`src/nts_pkg.sv`:
```
// nts_pkg: shared types and constants of the nibble trie key store
// used by nts_ctrl, nts_dp and nibble_trie_key_store_core; no dependencies
package nts_pkg;

    localparam int NIBBLE_BITS = 4;
    localparam int FANOUT      = 16;

    typedef enum logic [1:0] {
        MODE_INSERT = 2'd0,
        MODE_SEARCH = 2'd1,
        MODE_REMOVE = 2'd2,
        MODE_CLEAR  = 2'd3
    } mode_t;

    typedef enum logic [1:0] {
        ST_OK       = 2'd0,
        ST_NOTFOUND = 2'd1,
        ST_FULL     = 2'd2
    } status_t;

    typedef struct packed {
        mode_t       mode;
        logic [7:0]  key_byte;
        logic        last_byte;
        logic [31:0] store_value;
    } req_t;

    typedef struct packed {
        status_t     status;
        logic [31:0] found_value;
        logic        key_present;
        logic [7:0]  key_count;
        logic [8:0]  nodes_in_use;
    } rsp_t;

    typedef enum logic [3:0] {
        S_INIT,
        S_IDLE,
        S_CSWEEP,
        S_CEMIT,
        S_RD,
        S_LK,
        S_ALLOC,
        S_ZERO,
        S_NXT,
        S_FRD,
        S_FIN
    } ctl_state_t;

    typedef struct packed {
        logic take;
        logic sweep;
        logic emit_clr;
        logic rd_link;
        logic eval;
        logic alloc;
        logic zero;
        logic next_phase;
        logic frd;
        logic fin;
    } ctl_cmd_t;

    typedef struct packed {
        logic req_clear;
        logic walk_ok;
        logic need_alloc;
        logic sweep_last;
        logic phase_hi;
        logic last_byte;
        logic out_busy;
    } dp_sts_t;

endpackage

```
`src/nts_ctrl.sv`:
```
// nts_ctrl: sequencer of the nibble trie key store
// depends on nts_pkg
module nts_ctrl (
    input  logic              clk,
    input  logic              rst_n,
    input  logic              req_valid,
    output logic              req_stall,
    input  nts_pkg::dp_sts_t  sts,
    output nts_pkg::ctl_cmd_t cmd
);
    import nts_pkg::*;

    ctl_state_t state_reg;
    ctl_state_t state_next;

    // state register
    always_ff @(posedge clk or negedge rst_n)
    begin
        if (!rst_n)
        begin
            state_reg <= S_INIT;
        end
        else
        begin
            state_reg <= state_next;
        end
    end

    // next state
    always_comb
    begin
        state_next = state_reg;
        unique case (state_reg)
            S_INIT:
            begin
                if (sts.sweep_last)
                begin
                    state_next = S_IDLE;
                end
            end
            S_IDLE:
            begin
                if (req_valid)
                begin
                    state_next = sts.req_clear ? S_CSWEEP : S_RD;
                end
            end
            S_CSWEEP:
            begin
                if (sts.sweep_last)
                begin
                    state_next = S_CEMIT;
                end
            end
            S_CEMIT:
            begin
                if (!sts.out_busy)
                begin
                    state_next = S_IDLE;
                end
            end
            S_RD:    state_next = sts.walk_ok ? S_LK : S_NXT;
            S_LK:    state_next = sts.need_alloc ? S_ALLOC : S_NXT;
            S_ALLOC: state_next = S_ZERO;
            S_ZERO:
            begin
                if (sts.sweep_last)
                begin
                    state_next = S_NXT;
                end
            end
            S_NXT:
            begin
                priority if (!sts.phase_hi)
                begin
                    state_next = S_RD;
                end
                else if (sts.last_byte)
                begin
                    state_next = S_FRD;
                end
                else
                begin
                    state_next = S_IDLE;
                end
            end
            S_FRD:   state_next = S_FIN;
            S_FIN:
            begin
                if (!sts.out_busy)
                begin
                    state_next = S_IDLE;
                end
            end
            default: state_next = S_INIT;
        endcase
    end

    // commands
    always_comb
    begin
        cmd = '0;
        unique case (state_reg)
            S_INIT:   cmd.sweep      = 1'b1;
            S_IDLE:   cmd.take       = req_valid;
            S_CSWEEP: cmd.sweep      = 1'b1;
            S_CEMIT:  cmd.emit_clr   = !sts.out_busy;
            S_RD:     cmd.rd_link    = sts.walk_ok;
            S_LK:     cmd.eval       = 1'b1;
            S_ALLOC:  cmd.alloc      = 1'b1;
            S_ZERO:   cmd.zero       = 1'b1;
            S_NXT:    cmd.next_phase = !sts.phase_hi;
            S_FRD:    cmd.frd        = 1'b1;
            S_FIN:
            begin
                cmd.frd = 1'b1;
                cmd.fin = !sts.out_busy;
            end
            default:  cmd = '0;
        endcase
    end

    assign req_stall = (state_reg != S_IDLE);

    // item taken only in idle, clear sweep handed to emit, allocation followed by link clearing
    a_one_take: assert property (@(posedge clk) disable iff (!rst_n)
        cmd.take |-> (state_reg == S_IDLE))
        else $error("item taken outside idle");
    a_sweep_ends: assert property (@(posedge clk) disable iff (!rst_n)
        (state_reg == S_CSWEEP && sts.sweep_last) |=> (state_reg == S_CEMIT))
        else $error("clear sweep did not hand over to emit");
    a_alloc_zero: assert property (@(posedge clk) disable iff (!rst_n)
        cmd.alloc |=> (state_reg == S_ZERO))
        else $error("allocation not followed by link clearing");

endmodule

```
`config.mk`:
```
export PLATFORM = sky130hd
export DESIGN_NAME = nts_ctrl
export DESIGN_NICKNAME = d
export VERILOG_FILES = /design/src/nts_pkg.sv /design/src/nts_ctrl.sv
export SDC_FILE = /design/constraint.sdc
export NUM_CORES = 1
export LEC_CHECK = 0
export BUFFER_PORTS_ARGS = -buffer_cell sky130_fd_sc_hd__buf_4
export CAP_MARGIN = 5
export CORE_AREA = 5 5 42 44
export DETAILED_ROUTE_END_ITERATION = 7
export DIE_AREA = 0 0 47 49
export GPL_TIMING_DRIVEN = 0
export PLACE_DENSITY_LB_ADDON = 0.3
export SLEW_MARGIN = 20
export SYNTH_ARGS = -nofsm -noshare
export SYNTH_HDL_FRONTEND = slang
export SYNTH_SLANG_ARGS = --single-unit
```
`constraint.sdc`:
```
create_clock -name clk -period 3.6 [get_ports clk]
set_input_delay 0.18 -clock clk [delete_from_list [all_inputs] [get_ports clk]]
set_output_delay 0.18 -clock clk [all_outputs]
set_load 0.01 [all_outputs]
```
Word level (Yosys, flattened, before mapping)
Index checks and enable logic that the tools add are counted.
- muxes and demuxes: 21
- reductions and logical operators: 7
- equality and inequality tests: 16
- operator list (kind ; count):
    $pmux W4 S10 ; 1
    $mux W4 ; 9
    $eq A4 B3 Y1 const B ; 4
    $eq A4 B4 Y1 const B ; 3
    $mux W1 ; 10
    $ne A2 B2 Y1 const B ; 5
    $eq A4 B2 Y1 const B ; 2
    $reduce_or A2 Y1 ; 3
    $reduce_and A5 Y1 ; 1
    $eq A4 B1 Y1 const B ; 1
    $logic_not A4 Y1 ; 1
    $ne A4 B1 Y1 const B ; 1
    $mux W3 ; 1
    $logic_not A1 Y1 ; 2
- word-level logic and storage cells: 45
- input port bits: 10
- register bits after elaboration: 4

Logic depth before layout (Yosys ltp)
Gate-level depths: netlist (run 1).
- depth in word-level cells: 4
- depth in mapped cells: 6
- gate-level depth less buffers: 4

Least setup slack after synthesis (run 1)
Ideal clock, no wire load.
- kind: register to register
- start point: register state_reg[3]
- end point: register state_reg[0]
- stages on the path, launching flop included: 6
- data required time: 3.476 ns
- setup time: 0.124 ns
- arrival time: 1.205 ns
- setup slack: 2.271 ns
- cell sequence: dfrtp_1 -> buf_6 -> or2_4 -> o32ai_4 -> nand4b_4 -> o2bb2ai_1
- longest elaborated chain between the ends: 4
- ends and longest elaborated chain (item ; line ; source):
    from (decl) ; nts_ctrl.sv:13 ; ctl_state_t state_reg;
    from (signal assigned) ; nts_ctrl.sv:25 ; state_reg <= state_next;
    $eq A4 B4 Y1 or $eq A4 B2 Y1 (tied branches) ; nts_ctrl.sv:33 ; unique case (state_reg)
    $reduce_or A2 Y1 (no source line) ; -- ;
    $ne A2 B2 Y1 (no source line) ; -- ;
    $reduce_and A5 Y1 (no source line) ; -- ;
Parallel ways exist; a longest one is shown, timed or not.
A chain may end at the register's enable or synchronous reset.

==> results.txt, run 1 <==
Clock net sink count: 4
Setup repair after global routing missed its margin: false
Kind of end point of the critical path: output pin
Met3 Wirelength: 94 um
Final net count: 107
# Max-Cap Violations: 0
DR iter-0 viols: 26
Kind of start point of the critical path: register
DRC violations left: 0
Pin count of the biggest net entering global routing: 11
Master cell of the clock root buffer: sky130_fd_sc_hd__clkbuf_4
Synth cell types: 33
Count of filler cells inserted in the layout: 150
Flip-flop cell with the highest count after synthesis: sky130_fd_sc_hd__dfrtp_1
Post-layout utilization of the core: 54.0%
Sequential fraction of the synthesis area: 18.1%
Fraction of the mapped netlist area in compound gates: 30.9%
Share of final-layout standard cells stronger than drive strength 1: 38.9%
Global-route wire length before repair: 2.26 mm
Combinational family with the most area after synthesis: simple AND/OR/NAND/NOR gates
Design Area, Final: 757 sq um
Worst skew pair latency: 0.24 ns
Total met2 wirelength after detailed routing: 683 um
Setup slack at placement: 2.18 ns
Run status: complete, no violations
I/O pin count: 21
Clock-pin slew on the worst setup and hold paths: 0.04 ns
Gpl congestion: 0.805
TritonCTS buffer count: 3
Maximum root-to-sink buffer count: 2
Number of core rows: 14
Area occupied by multi-input gates: 403 sq um
Async set or reset register ratio after synthesis: 100%
Max_slew headroom: 83.8%
Setup TNS: 0 ns
Die area: 2300 sq um
Synth-to-Final Area Change: 36.6%
Vias per cell: 5.38
IO buf count: 20
Yosys warning total: 0
Gate Count Post-Synth: 71
Effective utilization at floorplan: 39.6%
Synth Cell Area: 554 sq um
Worst IR drop on VDD: 349 uV
Chip height: 49 um
Mux cell area share after synthesis: 0%
Clock tree from TritonCTS: yes
Routed wire length per instance: 12.6 um
ANT nets after route: 0
Cell accounting for the most synthesized area: sky130_fd_sc_hd__dfrtp_1
Highest metal layer with signal wires: met4
Flip-flop count of the largest register, all copies and words added: 4
Net Count, Synth: 81
Diode count: 0
Number of antenna violations at the first check in global routing: 0
Top post-synthesis cells by area: sky130_fd_sc_hd__dfrtp_1 (18%), sky130_fd_sc_hd__nor2_1 (7.4%), sky130_fd_sc_hd__nand2b_1 (5.6%)
Detailed-routing iteration count for the pre-antenna-repair pass: 4
Area of placed instances: 724 sq um
Flip-flop and latch count after synthesis: 4
Critical setup path kind: register to output pin
Number of global-route vias before repair: 553
Count of final hold-check violations: 0
Pwr per Cell Area: 768 nW/um^2
Post-Synth Simple-Gate Area: 38.8%
Storage element area: 100 sq um
Area fraction of the dominant cell type after synthesis: 18.1%
Class of the worst hold path: input pin to asynchronous set/reset pin
Width of the die: 47 um
Overall fraction of global-route tracks in use: 12.8%
Total via count in the routed design: 597
Leakage power total: 0.357 nW
Period Utilization, post-route: 44.8%
Global-route congestion overflow total: 0
PnR worst setup slack: 1.99 ns
Data arrival at the endpoint of the critical path: 1.43 ns
Standard cell core area: 1400 sq um
Arithmetic-cell share of the synthesized area counting full adders, half adders and majority gates: 0%
Worst Tran Pin Value: 0.241 ns
Critical Path Fanout Max: 10
Mean cell area of the mapped netlist: 7.81 sq um
Hold WS: 0.287 ns
Number of max-slew violations in the final report: 0
Fmax achieved: 620 MHz
Worst setup skew after layout: 0.00234 ns
Count of endpoints failing setup in the final report: 0
Tmin final: 1.61 ns
Register-to-register setup slack: 2.19 ns
CTS H-Tree Depth: 1
Required time reported for the critical path endpoint: 3.42 ns
Routed Wire Length: 1.39 mm
Xor/xnor share of the synthesized area: 2.93%
Number of enable-type register cells in the synthesized netlist: 0
Sum of routed wire segments on met1: 596 um
HPWL reported at the end of detailed placement: 1.09 mm
## cell usage in the layout, fill, tap and decap left out, drive strengths merged, types with 2 or more instances in the layout
cell	n
nand3	2
o2bb2ai	4
buf	27
o21ai	3
and3	3
nor2	11
nand2	5
clkbuf	3
nor3	2
dfrtp	4
nor2b	4
inv	2
a21oi	3
nand2b	5
## power by group
group	switching, mW	internal (mW)	leakage, nW
clock	0.0186	0.0373	0.0138
sequential	0.00716	0.0644	0.0517
combinational	0.242	0.212	0.292
total	0.268	0.314	0.357
## per-stage QoR
stage | total power [mW] | std cells
final | 0.582 | 111
after global routing | 0.637 | 111
after CTS | 0.587 | 111
after detailed placement | 0.525 | 107
after global placement | 0.521 | 107
after floorplan | 0.415 | 71
## worst max-delay path, stage by stage (launching register included)
cell                      delay, ns
sky130_fd_sc_hd__dfrtp_1       0.35
sky130_fd_sc_hd__buf_2         0.18
sky130_fd_sc_hd__buf_2         0.20
sky130_fd_sc_hd__nor4_1        0.30
sky130_fd_sc_hd__buf_4         0.17
## synthesized netlist by cell type, types with 2 or more instances
master and count:
sky130_fd_sc_hd__o21ai_0 2, sky130_fd_sc_hd__dfrtp_1 4, sky130_fd_sc_hd__nor2_1 11, sky130_fd_sc_hd__nand2b_1 5, sky130_fd_sc_hd__nand3_1 2, sky130_fd_sc_hd__a21oi_1 3, sky130_fd_sc_hd__buf_2 5, sky130_fd_sc_hd__nor3_1 2
sky130_fd_sc_hd__nand2_1 5, sky130_fd_sc_hd__inv_1 2, sky130_fd_sc_hd__nor2b_1 4, sky130_fd_sc_hd__and3_1 3, sky130_fd_sc_hd__o2bb2ai_1 3
## path summary, 6_finish.rpt
path | from | endpoint | depth (start not counted)
max | state_reg[2]$_DFFE_PN0P_ | cmd[7] | 4
min in group clk | req_valid | state_reg[3]$_DFFE_PN0P_ | 5
min | rst_n | state_reg[1]$_DFFE_PN0P_ | 2
max in group asynchronous | rst_n | state_reg[0]$_DFFE_PN0P_ | 2
max reg2reg | state_reg[2]$_DFFE_PN0P_ | state_reg[0]$_DFFE_PN0P_ | 5
min reg2reg | state_reg[1]$_DFFE_PN0P_ | state_reg[1]$_DFFE_PN0P_ | 3
## final cells by class
cell class                      count  area share [%]
Multi-Input combinational cell     58            53.2
Timing Repair Buffer               21            21.2
Sequential cell                     4            13.2
Buffer                              7            5.79
Clock buffer                        3            2.98
Tap cell                           16            2.64
Inverter                            2           0.992
## what timing repair did
action | 4_1_cts | 5_1_grt
hold buffers | 1 | 0
buffers inserted | 0 | 0
gates resized for setup | 0 | 0
endpoints found under the hold margin | 4 | 0
## layer usage
metal | up-vias | global-route usage, %
met5 | - | 0
met2 | 17 | 19.5
met3 | 2 | 2.21
met4 | 0 | 5.07
met1 | 275 | 17.5
li1 | 303 | -
## logic make-up (layout without fill, tap and decap cells)
kind of cell,Yosys count,after routing
compound gates,19,19
simple gates,38,38
buf+inv,9,33
xor+xnor,1,1
flops,4,4
Note: power is estimated with default switching activity, not from simulation.
==> run 2, diff against run 1 <==
clock period = 1.6 ns   (was 3.6 ns; I/O delays follow)
==> run 2 against run 1 <==
Hold slack worse by 0.10 ns. First-iteration DRC count down 7.7%. Cell count unchanged. Final area up 0.83%. Flip-flop and latch count unchanged. Largest cell class unchanged. Global-route usage unchanged. Critical endpoint is now cmd[0].
==> results.txt, run 2 (synthesis gave the netlist of run 1 again) <==
CTS H-Tree Depth: 1 (unchanged)
Maximum root-to-sink buffer count: 2 (unchanged)
Setup slack at placement: 0.178 ns (was 2.18 ns)
Run status: complete, no violations (unchanged)
Routed Wire Length: 1.38 mm (was 1.39 mm)
Class of the worst hold path: input pin to asynchronous set/reset pin (unchanged)
Leakage power total: 0.357 nW (about the same)
Master cell of the clock root buffer: sky130_fd_sc_hd__clkbuf_4 (unchanged)
PnR worst setup slack: 0.105 ns (was 1.99 ns)
Total via count in the routed design: 595 (was 597)
I/O pin count: 21 (unchanged)
Number of antenna violations at the first check in global routing: 0 (unchanged)
Width of the die: 47 um (unchanged)
Layer with the highest usage after global routing: met2 (unchanged)
Fmax achieved: 669 MHz
Pin count of the biggest net entering global routing: 11 (unchanged)
Detailed-routing iteration count for the pre-antenna-repair pass: 4 (unchanged)
Most used cells in the layout excluding fill and tap cells: sky130_fd_sc_hd__buf_4 (22), sky130_fd_sc_hd__nor2_1 (11), sky130_fd_sc_hd__nand2b_1 (5), sky130_fd_sc_hd__nand2_1 (5) (was sky130_fd_sc_hd__buf_4 (21), sky130_fd_sc_hd__nor2_1 (11), sky130_fd_sc_hd__buf_2 (5), sky130_fd_sc_hd__nand2b_1 (5), sky130_fd_sc_hd__nand2_1 (5))
Design Area, Final: 763 sq um (was 757 sq um)
Critical setup path kind: register to output pin (unchanged)
Data arrival at the endpoint of the critical path: 1.41 ns (was 1.43 ns)
Most common cell after layout, fill and taps aside: sky130_fd_sc_hd__buf_4 (unchanged)
Share of final-layout standard cells stronger than drive strength 1: 40.0% (was 38.9%)
DR iter-0 viols: 24 (was 26)
Clock net sink count: 4 (unchanged)
Worst skew pair latency: 0.24 ns (about the same)
Global-route congestion overflow total: 0 (unchanged)
DRC violations left: 0 (unchanged)
Kind of start point of the critical path: register (unchanged)
Bufs and invs on worst path: 3 (unchanged)
Pwr per Cell Area: 1730 nW/um^2 (was 768 nW/um^2)
Worst IR drop on VDD: 794 uV (was 349 uV)
Final net count: 107 (unchanged)
Routed wire length per instance: 12.5 um (was 12.6 um)
Number of core rows: 14 (unchanged)
Setup repair after global routing missed its margin: false (unchanged)
Critical Path Fanout Max: 10 (unchanged)
Met1 Track Usage GR: 17.5% (unchanged)
Synth-to-Final Area Change: 37.7% (was 36.6%)
Period Utilization, post-route: 93.4%
Sequence of cells on the critical path: buf_2, buf_4, nand2b_1, nor3_1, buf_4 (was buf_2, buf_2, nor4_1, buf_4)
Flip-flop count of the largest register, all copies and words added: 4 (unchanged)
GRT met3 Usage: 2.21% (unchanged)
Global-route wire length before repair: 2.26 mm (unchanged)
TritonCTS buffer count: 3 (unchanged)
Chip height: 49 um (unchanged)
Worst Tran Pin Value: 0.241 ns (about the same)
Die area: 2300 sq um (unchanged)
Top cell family by delay on the critical path: buffers and inverters (unchanged)
Worst path most repeated cell: sky130_fd_sc_hd__buf_4 (was sky130_fd_sc_hd__buf_2)
Max_slew headroom: 83.8% (about the same)
Worst setup skew after layout: 0.00237 ns (was 0.00234 ns)
Area of placed instances: 724 sq um (unchanged)
Post-layout utilization of the core: 54.5% (was 54.0%)
Kind of end point of the critical path: output pin (unchanged)
Power consumption: 1.32 mW (was 0.582 mW)
Required time reported for the critical path endpoint: 1.52 ns (was 3.42 ns)
Gpl congestion: 0.805 (unchanged)
Overall fraction of global-route tracks in use: 12.8% (unchanged)
Number of global-route vias before repair: 553 (unchanged)
HPWL reported at the end of detailed placement: 1.09 mm (unchanged)
Worst path slowest cell: sky130_fd_sc_hd__dfrtp_1 (unchanged)
Vias per cell: 5.36 (was 5.38)
# Max-Cap Violations: 0 (unchanged)
ANT nets after route: 0 (unchanged)
Number of max-slew violations in the final report: 0 (unchanged)
IO buf count: 20 (unchanged)
Clock tree from TritonCTS: yes (unchanged)
Tmin final: 1.49 ns
Effective utilization at floorplan: 39.6% (unchanged)
Count of final hold-check violations: 0 (unchanged)
Count of endpoints failing setup in the final report: 0 (unchanged)
Diode count: 0 (unchanged)
Setup TNS: 0 ns (unchanged)
Global Route met2 Usage: 19.5% (unchanged)
Clock-pin slew on the worst setup and hold paths: 0.04 ns (about the same)
Largest stage delay on the critical path: 0.35 ns (about the same)
Standard cell core area: 1400 sq um (unchanged)
Number of buffers added for setup after CTS: 0 (unchanged)
## run 2: routing by layer
metal  part of all wire [%]  routed length, um
met5                      0                  0
met2                     50                696
met4                    1.4                 19
met1                     42                577
met3                    6.5                 90
## run 2: worst register-to-register path: cells and delay by family (launching register included)
| family | cells | cell delay (ns) |
|---|---|---|
| DFF | 1 | 0.36 |
| AOI/OAI and AO/OA | 2 | 0.32 |
| buffers and inverters | 1 | 0.14 |
| and+or+nand+nor | 2 | 0.47 |
## run 2: layout make-up
| cell class | instances | area (sq um) |
|---|---|---|
| Clock buffer | 3 | 22.5 |
| Multi-Input combinational cell | 58 | 407 |
| Tap cell | 16 | 20.0 |
| Fill cell | 148 | 638 |
| Inverter | 2 | 7.51 |
| Sequential cell | 4 | 100 |
| Buffer | 7 | 46.3 |
| Timing Repair Buffer | 21 | 160 |
## run 2: where the power goes
group	internal, mW	switching (mW)	leakage, nW	total, mW
clock network	0.0839	0.0420	0.0138	0.126
logic	0.484	0.549	0.292	1.03
registers	0.145	0.0161	0.0517	0.161
## run 2: final timing paths
check	startpoint	endpoint	slack, ns	cells after the start
worst max-delay path	state_reg[2]$_DFFE_PN0P_	cmd[0]	0.11	5
worst min-delay path	rst_n	state_reg[1]$_DFFE_PN0P_	0.19	2
worst max register to register	state_reg[3]$_DFFE_PN0P_	state_reg[0]$_DFFE_PN0P_	0.19	5
worst min register to register	state_reg[1]$_DFFE_PN0P_	state_reg[1]$_DFFE_PN0P_	0.72	3
max in group asynchronous	rst_n	state_reg[0]$_DFFE_PN0P_	1.31	2
min in group clk	req_valid	state_reg[3]$_DFFE_PN0P_	0.28	5
## run 2: through the flow
stage / hold WS (ns) / cells
3_3_place_gp: -0.124 / 107
6_report: 0.187 / 111
3_5_place_dp: -0.122 / 107
4_1_cts: 0.165 / 111
2_1_floorplan: -0.216 / 71
5_1_grt: 0.183 / 111
## run 2: timing repair
action	CTS	global route
endpoints found under the hold margin	4	0
resized for setup	0	3
hold buffers	1	0
endpoints found under the setup margin	0	3
